[src/hw/rtl/p2lik_pkg.sv]
`timescale 1ns / 1ps
// Shared constants, register codes and arctangent table builder for the
// two-link planar arm solver. No dependencies.
package p2lik_pkg;

  // Default parameter values
  localparam int CORDIC_STAGES_DEF = 24;
  localparam int COORD_BITS_DEF    = 16;

  // Register field widths and reset values
  localparam int LEN_W = 15;
  localparam logic [LEN_W-1:0] UPPER_RESET = 15'd13107;
  localparam logic [LEN_W-1:0] LOWER_RESET = 15'd11796;

  // Configuration register codes
  localparam int CFG_IDX_W = 1;
  typedef enum logic [CFG_IDX_W-1:0] {
    REG_UPPER = 1'b0,
    REG_LOWER = 1'b1
  } cfg_reg_t;

  // Port widths
  localparam int IN_W  = 16;
  localparam int ANG_W = 16;
  localparam int EL_W  = 15;

  // Datapath widths fixed by the link length width
  localparam int LIM_W  = 2 * LEN_W + 1;   // 2*l0*l1
  localparam int N_W    = LIM_W + 1;       // N once known to be within +-lim
  localparam int A_W    = LIM_W + 3;       // 2*l0^2 + N
  localparam int D_W    = 2 * LIM_W;       // lim^2 - N^2
  localparam int ROOT_W = LIM_W;           // floor square root of D
  localparam int R_W    = ROOT_W + 1;      // rounded root
  localparam int REM_W  = ROOT_W + 3;      // square root remainder

  // CORDIC word and angle accumulator
  localparam int CW        = 64;
  localparam int NORM_TOP  = 60;
  localparam int ANG_FRAC  = 40;
  localparam int ACC_W     = 44;
  localparam int TABLE_MAX = 32;
  localparam int DEG_SCALE = 23040;
  localparam int SCALE_W   = 16;

  // Unsigned 64-bit quotient by shift and subtract
  function automatic logic [63:0] udiv64(input logic [63:0] num, input logic [63:0] den);
    logic [64:0] rem;
    logic [63:0] q;
    rem = '0;
    q   = '0;
    for (int b = 63; b >= 0; b--) begin
      rem = {rem[63:0], num[b]};
      if (rem >= {1'b0, den}) begin
        rem  = rem - {1'b0, den};
        q[b] = 1'b1;
      end
    end
    return q;
  endfunction

  // atan(1/m) scaled by 2^62, alternating series
  function automatic logic [63:0] atan_recip(input logic [63:0] m);
    logic [63:0] p;
    logic [63:0] sum;
    logic [63:0] term;
    logic [63:0] k;
    p   = udiv64(64'd1 << 62, m);
    sum = '0;
    k   = '0;
    for (int it = 0; it < 64; it++) begin
      if (p != 64'd0) begin
        term = udiv64(p, 2 * k + 64'd1);
        if (k[0] == 1'b0) sum = sum + term;
        else sum = sum - term;
        p = udiv64(p, m * m);
        k = k + 64'd1;
      end
    end
    return sum;
  endfunction

  // Table entry i: atan(2^-i) as a fraction of a half turn, 2^40 scale
  function automatic logic [63:0] atan_entry(input int i);
    logic [63:0] quarter;
    logic [63:0] r;
    logic [63:0] q;
    quarter = atan_recip(64'd2) + atan_recip(64'd3);
    q       = '0;
    r       = '0;
    if (i == 0) begin
      q = 64'd1 << (ANG_FRAC - 2);
    end else begin
      r = atan_recip(64'd1 << i);
      for (int b = 0; b < ANG_FRAC - 1; b++) begin
        r = r << 1;
        q = q << 1;
        if (r >= quarter) begin
          r    = r - quarter;
          q[0] = 1'b1;
        end
      end
      q = (q + 64'd1) >> 1;
    end
    return q;
  endfunction

endpackage

[src/hw/rtl/p2lik_sqrt.sv]
`timescale 1ns / 1ps
// Pipelined digit-by-digit square root, one root bit per stage, rounded
// to nearest in a final stage. Uses p2lik_pkg.
module p2lik_sqrt #(
  parameter int TAG_W = 1
) (
  input  logic                          clk,
  input  logic                          rst,
  input  logic                          en,
  input  logic                          in_vld,
  input  logic [p2lik_pkg::D_W-1:0]     in_d,
  input  logic [TAG_W-1:0]              in_tag,
  output logic                          out_vld,
  output logic [p2lik_pkg::R_W-1:0]     out_root,
  output logic [TAG_W-1:0]              out_tag
);

  localparam int DW = p2lik_pkg::D_W;
  localparam int RW = p2lik_pkg::ROOT_W;
  localparam int MW = p2lik_pkg::REM_W;

  logic          v   [RW+1];
  logic [DW-1:0] dq  [RW+1];
  logic [MW-1:0] rem [RW+1];
  logic [RW-1:0] rt  [RW+1];
  logic [TAG_W-1:0] tg [RW+1];

  assign v[0]   = in_vld;
  assign dq[0]  = in_d;
  assign rem[0] = '0;
  assign rt[0]  = '0;
  assign tg[0]  = in_tag;

  // One root bit per stage: bring down two operand bits, try to subtract
  for (genvar k = 0; k < RW; k++) begin : g_step
    logic [MW-1:0] cur, trial;
    logic          take;

    assign cur   = {rem[k][MW-3:0], dq[k][DW-1:DW-2]};
    assign trial = {1'b0, rt[k], 2'b01};
    assign take  = cur >= trial;

    always_ff @(posedge clk) begin
      if (rst) v[k+1] <= 1'b0;
      else if (en) v[k+1] <= v[k];
    end
    always_ff @(posedge clk) begin
      if (en) begin
        dq[k+1]  <= dq[k] << 2;
        rem[k+1] <= take ? cur - trial : cur;
        rt[k+1]  <= {rt[k][RW-2:0], take};
        tg[k+1]  <= tg[k];
      end
    end
  end

  // Round up when the remainder exceeds the root
  always_ff @(posedge clk) begin
    if (rst) out_vld <= 1'b0;
    else if (en) out_vld <= v[RW];
  end
  always_ff @(posedge clk) begin
    if (en) begin
      out_root <= {1'b0, rt[RW]} + p2lik_pkg::R_W'(rem[RW] > MW'(rt[RW]));
      out_tag  <= tg[RW];
    end
  end

endmodule

[config.mk]
export PLATFORM = sky130hd
export DESIGN_NAME = p2lik_sqrt
export DESIGN_NICKNAME = d
export VERILOG_FILES = /design/src/hw/rtl/p2lik_pkg.sv /design/src/hw/rtl/p2lik_sqrt.sv
export SDC_FILE = /design/constraint.sdc
export NUM_CORES = 2
export LEC_CHECK = 0
export BUFFER_PORTS_ARGS = -buffer_cell sky130_fd_sc_hd__buf_2
export CAP_MARGIN = 10
export CORE_MARGIN = 3
export CORE_UTILIZATION = 45
export CTS_CLUSTER_DIAMETER = 150
export DETAILED_ROUTE_END_ITERATION = 8
export PLACE_DENSITY = 0.65
export SYNTH_ARGS = -nofsm -noshare
export SYNTH_HDL_FRONTEND = slang
export SYNTH_SLANG_ARGS = --single-unit
[constraint.sdc]
create_clock -name clk -period 3.9 [get_ports clk]
set_clock_uncertainty 0.05 [all_clocks]
set_input_delay 0.195 -clock clk [delete_from_list [all_inputs] [get_ports clk]]
set_output_delay 0.195 -clock clk [all_outputs]
set_load 0.02 [all_outputs]
# Word-level counts from Yosys, hierarchy flattened
# Index checks and enable logic that the tools add are counted.
[totals]
ff_bits = 2487
in_bits = 67
out_inout_bits = 34
elab_cells = 253
[classes]
n_addsub = 32
magnitude_cmp = 32
mux = 31
[op_table]
columns = ["operator", "count"]
rows = [
  ["two-way mux 32 bit", 29],
  ["greater-or-equal comparator 34 x 10 -> 1 bit", 1],
  ["greater-or-equal comparator 34 x 11 -> 1 bit", 1],
  ["greater-or-equal comparator 34 x 12 -> 1 bit", 1],
  ["greater-or-equal comparator 34 x 13 -> 1 bit", 1],
  ["greater-or-equal comparator 34 x 14 -> 1 bit", 1],
  ["greater-or-equal comparator 34 x 15 -> 1 bit", 1],
  ["greater-or-equal comparator 34 x 16 -> 1 bit", 1],
  ["greater-or-equal comparator 34 x 17 -> 1 bit", 1],
  ["greater-or-equal comparator 34 x 18 -> 1 bit", 1],
  ["greater-or-equal comparator 34 x 19 -> 1 bit", 1],
  ["greater-or-equal comparator 34 x 20 -> 1 bit", 1],
  ["greater-or-equal comparator 34 x 21 -> 1 bit", 1],
  ["greater-or-equal comparator 34 x 22 -> 1 bit", 1],
  ["greater-or-equal comparator 34 x 23 -> 1 bit", 1],
  ["greater-or-equal comparator 34 x 24 -> 1 bit", 1],
  ["greater-or-equal comparator 34 x 25 -> 1 bit", 1],
  ["greater-or-equal comparator 34 x 26 -> 1 bit", 1],
  ["greater-or-equal comparator 34 x 27 -> 1 bit", 1],
  ["greater-or-equal comparator 34 x 28 -> 1 bit", 1],
  ["greater-or-equal comparator 34 x 29 -> 1 bit", 1],
  ["greater-or-equal comparator 34 x 3 -> 1 bit", 1],
  ["greater-or-equal comparator 34 x 30 -> 1 bit", 1],
  ["greater-or-equal comparator 34 x 31 -> 1 bit", 1],
  ["other kinds (43)", 43],
]

# Depth between registers and ports, before layout
[depth]
ltp_word = 2
mapped_depth = 20
mapped_depth_nobuf = 19

# Worst setup path before layout
# Ideal clock, no wire load.
[synth_path]
kind = "reg2reg"
from = "register rem, in the netlist g_step[4].cur[20]"
to = "register rem, in the netlist g_step[5].cur[23], data pin"
setup_ns = 0.271
arrival_time_ns = 3.131
t_required_ns = 3.579
setup_slack_ns = 0.448
path_stages_with_launch = 13
n_path_buf = 2
synth_period_minus_slack_ns = 3.452
path_cell_list = "edfxtp_1 -> nor4_1 -> nand3_1 -> or3_1 -> or3_4 -> or4_1 -> or3_1 -> buf_6 -> nand2_4 -> or4_1 -> buf_6 -> nor4_1 -> xor2_1"
[synth_between]
elab_chain_cells = 2
word_cells_on_any_way = 3
cone_classes = "1 x add/sub; 1 x order compare; 1 x mux"
[synth_lines]
columns = ["element", "line_no", "rtl"]
rows = [
  ["from (decl)", "p2lik_sqrt.sv:24", "logic [MW-1:0] rem [RW+1];"],
  ["from (signal, indexed assignment)", "p2lik_sqrt.sv:50", "rem[k+1] <= take ? cur - trial : cur;"],
  ["subtractor 32 x 6 -> 32 bit or greater-or-equal comparator 34 x 6 -> 1 bit (tied branches)", "p2lik_sqrt.sv:50, p2lik_sqrt.sv:41", ""],
  ["two-way mux 32 bit (*)", "p2lik_sqrt.sv:50", ""],
]
# Every way passes the cells marked *; elsewhere a longest branch is shown, timed or not.
# A chain may end at the register's enable or synchronous reset.

# Worst setup path in the final report
[layout_path]
from = "register rem, in the netlist g_step[4].cur[20]"
to = "register rem, in the netlist g_step[5].cur[33], data pin"
# The elaborated chain is that of the path after synthesis.

==> results_dict.tcl <==
set metrics [dict create \
    finalHoldViolCount 0 \
    critPathLaunchType "flip-flop" \
    via_count 69500 \
    most-common-layout-cells "sky130_fd_sc_hd__edfxtp_1 (2438), sky130_fd_sc_hd__inv_1 (716), sky130_fd_sc_hd__nor2_1 (609)" \
    leading_register_cell_type_out_of_synthesis "sky130_fd_sc_hd__edfxtp_1" \
    worst_path_max_delay_cell "sky130_fd_sc_hd__or4_1" \
    synth.ff_latch_count 2470 \
    final_antenna_net_count 0 \
    nNetsFinal 10100 \
    synthDominantCellAreaShare_pct 63.7 \
    first_iter_violations 4995 \
    crit_required_ns 4.46 \
    initial_core_util_pct 45.5 \
    avgSynthCellArea_um2 12.9 \
    r2r_cells 10 \
    post-route-min-period_ns 3.74 \
    critical_path.top_delay_family "simple AND/OR/NAND/NOR gates" \
    number_of_unique_standard_cell_types_used_by_synthesis 94 \
    cp-end-kind "flip-flop" \
    avgViaCountPerCell 5.36 \
    synth-xor-area-share_pct 6.22 \
    syn-cell-area_um2 115000 \
    antenna_found_initial 1 \
    totalNegativeSetupSlack_ns 0 \
    cts-htree-levels 5 \
    grt_pass1_vias 69000 \
    post-route-period-util_pct 95.9 \
    vdd_ir_drop_max_uv 481 \
    crit_path_cell_trace "nor4_2 -> nand3_1 -> or3_1 -> or3_4 -> or4_1 -> or3_1 -> nand2_4 -> or4_1 -> nor4_1 -> xor2_1" \
    post-place-ws_ns 0.106 \
    multi_input_comb_area_um2 38000 \
    synthesis.instances 8888 \
    numClockSinks 2470 \
    clkLatencyLatePin_ns 0.94 \
    crit_path_max_fanout 8 \
    grt_util_all_layers_pct 17.3 \
    dominant_combinational_cell_family_by_area_after_synthesis "simple AND/OR/NAND/NOR gates" \
    max-clock-path-buffers 4 \
    nFillCells 21200 \
    clk_pin_slew_ns 0.06 \
    synth-compound-area-share_pct 9.35 \
    cellLeakagePower_uw 0.0506 \
    status "completed" \
    io-pin-count 101 \
    post-route-drc-count 0 \
    synth-edff-count 2438 \
    crit_cells 10 \
    cell_type_contributing_the_most_total_cell_area_after_synthesis "sky130_fd_sc_hd__edfxtp_1" \
    slew_violations 0 \
    synthMuxAreaShare_pct 1.41 \
    finalWorstSetupSlack_ns 0.161 \
    max_cap_violations 0 \
    async_flop_share_pct 0 \
    synth_seq_area_share_pct 64.2 \
    layout-drive-gt1-share_pct 9.20 \
    min_path_cells 3 \
    tritoncts_clock_tree "yes" \
    timing.critical_path.slowest_cell_delay_ns 0.52 \
    criticalPathCategory "flip-flop to flip-flop" \
    synthSimpleGateAreaFrac_pct 9.76 \
    drt_first_pass_iters 6 \
    power.density_nw_per_um2 599 \
    syn-num-nets 9519 \
    synth_area_leaders "sky130_fd_sc_hd__edfxtp_1 (64%), sky130_fd_sc_hd__ha_1 (6.1%), sky130_fd_sc_hd__xnor2_1 (3.4%)" \
    synthAdderAreaFrac_pct 6.14 \
    die_w_um 511 \
    unrepaired_setup_endpoints_after_global_routing "false" \
    floorplan.core_area_um2 253000 \
    root_buffer "sky130_fd_sc_hd__clkbuf_16" \
    buffer_ports.inserted 100 \
    slew-limit-headroom_pct 41.8 \
    grt_first_pass_wirelength_mm 369 \
    grt_max_degree 156 \
    seqCellArea_um2 73900 \
    floorplan.die_area_um2 262000 \
    yosys_warnings 0 \
    dp_hpwl_mm 164 \
    timing.hold.worst.class "input port to flip-flop" \
    worst-endpoint-arrival_ns 4.30 \
    cp.buffers_inverters 0 \
    dieHeight_um 511 \
    tritoncts_buffers 285 \
    globalRoute.totalOverflow 0 \
    layout.cells.most_common "sky130_fd_sc_hd__edfxtp_1" \
    max_slew.worst_pin.slew_ns 0.873 \
    fp-row-count 184 \
    place_congestion 0.906 \
    timing.fmax_ghz 0.267 \
    report.final.setup_viol 0 \
    routed_wire_length_per_instance_um 17.7 \
    route.final.wire_length_mm 230 \
    areaGrowthSynthToFinish_pct 14.1 \
]
[cell families after synthesis]
| logic type | count (synthesis) |
|---|---|
| buf+inv | 878 |
| xor+xnor | 816 |
| flops | 2470 |
| simple gates | 2269 |
| other cells | 1 |
| mux | 149 |
| fa+ha+maj | 564 |
| compound gates | 1741 |
[per-layer routing]
metal / GRT usage, % / vias up / wire, um
li1: - / 33900 / -
met1: 22.9 / 33600 / 101000
met2: 29.4 / 1588 / 112000
met3: 2.62 / 406 / 10500
met4: 5.47 / 0 / 6570
met5: 0 / - / 0
[worst reg2reg max path, delay by kind of cell, from the launching register on]
kind	cells	cell delay, ns
AND/OR/NAND/NOR	9	2.79
flip-flops	1	0.44
XOR/XNOR	1	0.15
[final timing paths]
kind	start	end	slack [ns]
max	g_step[4].cur[20]$_DFFE_PP_	g_step[5].cur[33]$_DFFE_PP_	0.16
min	rst	v[2]$_SDFFE_PP0P_	0.24
max reg2reg	g_step[4].cur[20]$_DFFE_PP_	g_step[5].cur[33]$_DFFE_PP_	0.16
min reg2reg	dq[1644]$_DFFE_PP_	dq[1584]$_DFFE_PP_	0.33
[what timing repair did]
item | in CTS | in global routing
hold buffers | 133 | 0
setup endpoints to repair | 0 | 25
endpoints found under the hold margin | 280 | 0
gates resized for setup | 0 | 16
buffers inserted | 0 | 3
[metrics by stage]
step                hold WS, ns  std cells  power (uW)  instance area (um2)  utilization, %
finish                    0.243      13000       78600               131000            51.9
global route              0.234      13000       82900               131000            51.9
CTS                       0.161      13000       79500               131000            51.9
detailed placement        0.323      12300       53300               121000            47.8
global placement          0.322      12300       53000               121000            47.8
floorplan                 0.217       8888       47900               115000               -
[synth_stat cells (23+ instances only)]
library cell / n
sky130_fd_sc_hd__a211oi_1: 34
sky130_fd_sc_hd__a21boi_0: 23
sky130_fd_sc_hd__a21o_1: 248
sky130_fd_sc_hd__a21oi_1: 571
sky130_fd_sc_hd__a31oi_1: 61
sky130_fd_sc_hd__and2_1: 26
sky130_fd_sc_hd__and3_1: 38
sky130_fd_sc_hd__clkbuf_1: 133
sky130_fd_sc_hd__dfxtp_1: 32
sky130_fd_sc_hd__edfxtp_1: 2438
sky130_fd_sc_hd__ha_1: 564
sky130_fd_sc_hd__inv_1: 716
sky130_fd_sc_hd__mux2_2: 106
sky130_fd_sc_hd__mux2i_1: 43
sky130_fd_sc_hd__nand2_1: 542
sky130_fd_sc_hd__nand2b_1: 110
sky130_fd_sc_hd__nand3_1: 157
sky130_fd_sc_hd__nand4_1: 104
sky130_fd_sc_hd__nor2_1: 610
sky130_fd_sc_hd__nor2b_1: 77
sky130_fd_sc_hd__nor3_1: 201
sky130_fd_sc_hd__nor4_1: 106
sky130_fd_sc_hd__o21a_1: 103
sky130_fd_sc_hd__o21ai_0: 413
sky130_fd_sc_hd__o21bai_1: 44
sky130_fd_sc_hd__o31ai_1: 59
sky130_fd_sc_hd__or2_2: 48
sky130_fd_sc_hd__or3_1: 82
sky130_fd_sc_hd__or4_1: 51
sky130_fd_sc_hd__xnor2_1: 448
sky130_fd_sc_hd__xor2_1: 368
[power by group]
part | switching, uW | internal [uW]
Sequential | 2190 | 33700
Combinational | 9690 | 7460
Clock | 10200 | 15300
[registers in the layout, summed over array words and instances (netlist names)]
signal	flops
dq	930
v	31
g_step.cur	914
rem	34
out_vld	1
out_tag	1
g_step.trial	465
rt	31
tg	31
out_root	32
[layout make-up]
cell class,count,area share [%]
multi-input combinational,5540,28.9
clock buffer,345,5.74
antenna,2,0.00382
sequential,2470,56.3
timing repair buffer,408,2.70
clock inverter,144,1.06
tap,3348,3.19
inverter,719,2.06
Note: power is estimated with default switching activity, not from simulation.
